`config.mk`:
```
export PLATFORM = sky130hd
export DESIGN_NAME = ptfms_front
export DESIGN_NICKNAME = d
export VERILOG_FILES = /design/src/rtl/ptfms_pkg.sv /design/src/rtl/ptfms_front.sv
export SDC_FILE = /design/constraint.sdc
export NUM_CORES = 1
export LEC_CHECK = 0
export BUFFER_PORTS_ARGS = -buffer_cell sky130_fd_sc_hd__buf_2
export CAP_MARGIN = 40
export CORE_AREA = 5 5 87 89
export DETAILED_ROUTE_END_ITERATION = 7
export DIE_AREA = 0 0 92 94
export HOLD_SLACK_MARGIN = 0.08
export PLACE_DENSITY = 0.84
export SYNTH_ARGS = -nofsm -noshare
export SYNTH_HDL_FRONTEND = slang
export SYNTH_SLANG_ARGS = --single-unit
```
`constraint.sdc`:
```
create_clock -name i_clk -period 5 [get_ports i_clk]
set_clock_uncertainty 0.15 [all_clocks]
set_input_delay 0.5 -clock i_clk [delete_from_list [all_inputs] [get_ports i_clk]]
set_output_delay 0.5 -clock i_clk [all_outputs]
set_load 0.01 [all_outputs]
```
`src/rtl/ptfms_pkg.sv`:
```
`timescale 1ns / 1ps
// ---------------------------------------------------------------------------
// ptfms_pkg
// shared types and constants of the pulse trace filter and scaler
// ---------------------------------------------------------------------------
package ptfms_pkg;

    localparam int LINE_DEPTH     = 32;
    localparam int WINDOW_DEPTH   = 256;
    localparam int SCREEN_COLUMNS = 96;
    localparam int FIR_HALF       = 11;
    localparam int FIR_SHIFT      = 16;
    localparam int LEVEL_MAX      = 63;
    localparam int QUEUE_DEPTH    = 4;

    localparam int LINE_AW = $clog2(LINE_DEPTH);
    localparam int WIN_AW  = $clog2(WINDOW_DEPTH);
    localparam int COL_W   = 7;
    localparam int QUEUE_AW = $clog2(QUEUE_DEPTH);

    // queue entry between the front and the back
    typedef struct packed {
        logic        removed;
        logic [15:0] sample;
    } t_cmd;

    // result item
    typedef struct packed {
        logic        event_res;
        logic        clear_screen;
        logic [6:0]  column;
        logic [5:0]  previous_level;
        logic [5:0]  level;
        logic [15:0] filtered_value;
        logic [15:0] window_low;
        logic [15:0] window_high;
    } t_res;

    function automatic logic [12:0] fir_tap(input logic [3:0] idx);
        case (idx)
            4'd0:    fir_tap = 13'd172;
            4'd1:    fir_tap = 13'd321;
            4'd2:    fir_tap = 13'd579;
            4'd3:    fir_tap = 13'd927;
            4'd4:    fir_tap = 13'd1360;
            4'd5:    fir_tap = 13'd1858;
            4'd6:    fir_tap = 13'd2390;
            4'd7:    fir_tap = 13'd2916;
            4'd8:    fir_tap = 13'd3391;
            4'd9:    fir_tap = 13'd3768;
            4'd10:   fir_tap = 13'd4012;
            4'd11:   fir_tap = 13'd4096;
            default: fir_tap = 13'd0;
        endcase
    endfunction

endpackage

```
`src/rtl/ptfms_front.sv`:
```
`timescale 1ns / 1ps
// ---------------------------------------------------------------------------
// ptfms_front
// takes input transactions, tracks wake state, classifies samples and
// queues work for the back end
// ---------------------------------------------------------------------------
module ptfms_front (
    input  logic                i_clk,
    input  logic                i_rst_n,
    input  logic                i_cfg_we,
    input  logic [15:0]         i_cfg_wdata,
    input  logic                i_valid,
    output logic                o_ready,
    input  logic                i_mode,
    input  logic [15:0]         i_sample,
    output logic                o_cmd_valid,
    input  logic                i_cmd_ready,
    output ptfms_pkg::t_cmd     o_cmd
);
    import ptfms_pkg::*;

    logic [15:0]  r_threshold;
    logic         r_tracking;
    t_cmd         r_q [QUEUE_DEPTH];
    logic [QUEUE_AW-1:0] r_wp, r_rp;
    logic [QUEUE_AW:0]   r_cnt;
    logic         w_push, w_pop, w_acc;
    t_cmd         w_cmd;

    assign o_ready = (r_cnt != QUEUE_AW'(0) + (QUEUE_AW+1)'(QUEUE_DEPTH)) ? 1'b1 : 1'b0;
    assign w_acc   = i_valid && o_ready;
    assign w_push  = w_acc && !i_mode && r_tracking;
    assign w_cmd.removed = (i_sample < r_threshold);
    assign w_cmd.sample  = i_sample;
    assign w_pop   = o_cmd_valid && i_cmd_ready;
    assign o_cmd_valid = (r_cnt != '0);
    assign o_cmd   = r_q[r_rp];

    always_ff @(posedge i_clk) begin
        if (!i_rst_n) begin
            r_threshold <= 16'd2000;
            r_tracking  <= 1'b0;
            r_wp  <= '0;
            r_rp  <= '0;
            r_cnt <= '0;
        end else begin
            if (i_cfg_we) begin
                r_threshold <= i_cfg_wdata;
            end
            if (w_acc && i_mode) begin
                r_tracking <= 1'b1;
            end else if (w_push && w_cmd.removed) begin
                r_tracking <= 1'b0;
            end
            if (w_push) begin
                r_wp <= r_wp + 1'b1;
            end
            if (w_pop) begin
                r_rp <= r_rp + 1'b1;
            end
            r_cnt <= r_cnt + (QUEUE_AW+1)'(w_push) - (QUEUE_AW+1)'(w_pop);
        end
    end

    always_ff @(posedge i_clk) begin
        if (w_push) begin
            r_q[r_wp] <= w_cmd;
        end
    end
endmodule

```
==> qor.csv <==
stage,metric,value,unit
run_status,outcome,"complete, no violations",
setup_path,rrSetupSlack,2560,ps
hold_path,hp-class,in -> reg,
job,maxCapViolCount,0,
global_routing,grtUsageMet1,0.230,
layout,area_growth_syn_to_layout,14.4,%
clock_network,cts_hold_buf,0,
layout,antenna_cells,0,
timing,final-max-slew-violation-count,0,
floorplan,die-width,92,um
drt,routedWlPerCell,18.2,um
timing,rsz0062_at_grt,false,
setup_path,cp-end-kind,output pin,
placed_design,gp_congestion,0.767,
drt,drt.antenna.violating_nets,0,
timing,period_needed,2600,ps
pwr,power.density,412,mW/mm2
global_routing,grt_overflow,0,
clock_network,cts_tree,done,
drt,dr.pass1.iters,4,
logic_synthesis,ys_warn_count,0,
logic_synthesis,synth-seq-cells,94,
logic_synthesis,ys_top_cells_by_area,"edfxtp_1, dfxtp_1, mux4_2",
setup_path,crit_type,reg -> out,
logic_synthesis,synth_nets,308,
logic_synthesis,async_flop_share,0,
timing,max_slew_margin,0.469,
logic_synthesis,synth_top_flop_cell,edfxtp_1,
floorplan,io_pins,57,
logic_synthesis,synth_edf_count,68,
clock_network,cts_resized,0,
clock_network,post_cts_buffers,0,
clock_network,clock_sinks,94,
clock_network,root_buffer,clkbuf_8,
clock_network,insertion_delay,350,ps
setup_path,crit_arrival,1950,ps
timing,final-hold-violation-count,0,
timing,fmax,385,MHz
setup_path,reg2reg_to,r_cnt[2],
hold_path,min_to,r_threshold[9],
global_routing,groute.layer.met3.usage,0.0337,
pwr,peakVddDrop,0.257,mV
timing,fin_setup_tns,0,ps
hold_path,holdCritStartpoint,i_cfg_wdata[9],
global_routing,grt_busiest_layer,met2,
floorplan,die-area,0.00865,mm2
drt,drc,0,
logic_synthesis,yosysMostFrequentCell,edfxtp_1,
floorplan,core_area,0.00668,mm2
timing,finalSetupViolations,0,
drt,vias,2176,
logic_synthesis,ys_seq_area_frac,0.651,
floorplan,die_h,94,um
placed_design,io_buffer_count,56,
floorplan,rows,30,
global_routing,grt_max_degree,26,
floorplan,start_util,0.589,
logic_synthesis,yosys.area.top_type,edfxtp_1,
hold_path,whs_path_depth,3,
drt,drt-total-wl,7100,um
drt,vias_per_cell,5.58,
timing,final.period_utilization,0.520,
logic_synthesis,synthTopCellsByCount,"edfxtp_1, dfxtp_1, ha_1",
logic_synthesis,synthCells,248,
global_routing,gr-usage-all-layers,0.178,
clock_network,cts.clk_slew.worst_paths,90,ps
setup_path,rr_worst_depth,9,
logic_synthesis,syn_avg_cell_area,15.9,um2
timing,worst_pin_slew,796,ps
global_routing,grt_use_met2,0.298,
timing,timing.hold.ws,216,ps
layout,final_layout_size_suffix_gt1_frac,0.316,
clock_network,htree_levels,3,
clock_network,cts_buffers,9,
logic_synthesis,synth_top_area_share,0.519,
logic_synthesis,ys_types,38,
timing,setup_ws,2400,ps
clock_network,clockBufferDepth,2,
logic_synthesis,synth_area,0.00393,mm2
pwr,p_leak,1.72,nW
global_routing,grt_pass1_wl,11500,um
placed_design,preCtsSetupSlack,2480,ps
setup_path,required,4350,ps
setup_path,start_kind,flop,
drt,drtIter0Drc,135,
setup_path,worst-path-max-fanout,12,
placed_design,place_hpwl,5020,um
setup_path,r2r_start,r_cnt[2],
global_routing,antenna_found_initial,0,
layout,nNetsFinal,366,
global_routing,grt_pass1_vias,2293,
[flip-flops by register name (all words and copies together) (netlist names), named ones only]
signal       count
r_cnt            3
r_q             68
r_rp             2
r_threshold     16
r_tracking       1
r_wp             2
[worst max path at each step]
stage | startpoint | to | slack, ps
floorplan | r_cnt[2] | r_cnt[2] | 2670
global placement | i_mode | r_cnt[2] | 2530
detailed placement | i_mode | r_cnt[2] | 2480
CTS | flop | o_cmd[14] | 2340
global route | flop | o_cmd[12] | 2260
finish | flop | o_cmd[10] | 2400
[placed cells by master, fill, tap and decap left out, types with 3 or more instances in the layout]
cell type / n
a31oi_1: 3
clkbuf_8: 9
buf_2: 56
dfxtp_1: 26
mux4_2: 17
a21oi_1: 3
xnor2_1: 3
edfxtp_1: 68
ha_1: 21
nand2_1: 11
and2_2: 4
and2_1: 7
inv_1: 20
o21ai_0: 4
nor2b_1: 10
bufinv_16: 3
nand4_1: 3
o211ai_1: 6
nor3_1: 3
mux2i_1: 10
[through the flow]
step            util  total power [W]  area, um2  std cells
2_1_floorplan      -          0.00117       3930        248
3_3_place_gp   0.639          0.00128       4270        375
3_5_place_dp   0.639          0.00129       4270        375
4_1_cts        0.674          0.00187       4500        390
5_1_grt        0.674          0.00194       4500        390
6_report       0.674          0.00185       4500        390
[logic make-up (layout without fill, tap and decap cells)]
logic type	Yosys count	after routing	synth area share
DFF	94	94	0.651
and+or+nand+nor	47	47	0.0690
buffers and inverters	31	93	0.0340
muxes	27	27	0.123
adders and majority gates	22	22	0.0719
AOI/OAI and AO/OA	22	22	0.0398
xor gates and xnor gates	5	5	0.0111
[worst max-delay path, stage by stage, from the launching register on]
cell and delay, ps:
dfxtp_1 560, buf_4 340, mux4_2 550, buf_2 160
[power breakdown]
group          switching (W)  internal, W  total (W)
clock               0.000257     0.000330   0.000587
combinational       0.000165     0.000195   0.000360
sequential         0.0000390     0.000869   0.000908
[area by class of cell]
class	count	area, um2
repair buffers	57	288
clock buffers	9	124
inverters	21	80.1
well taps	80	100
clock inverters	6	110
flip-flops and latches	94	2560
multi-input cells	123	1240
fillers	455	2180
[routing by layer]
metal | part of all wire | vias to the layer above | wire [um]
met5 | 0 | - | 0
met4 | 0.015 | 0 | 105
met3 | 0.045 | 8 | 317
met2 | 0.51 | 52 | 3640
met1 | 0.43 | 1079 | 3040
li1 | - | 1037 | -
(Power assumes the default switching activity.)
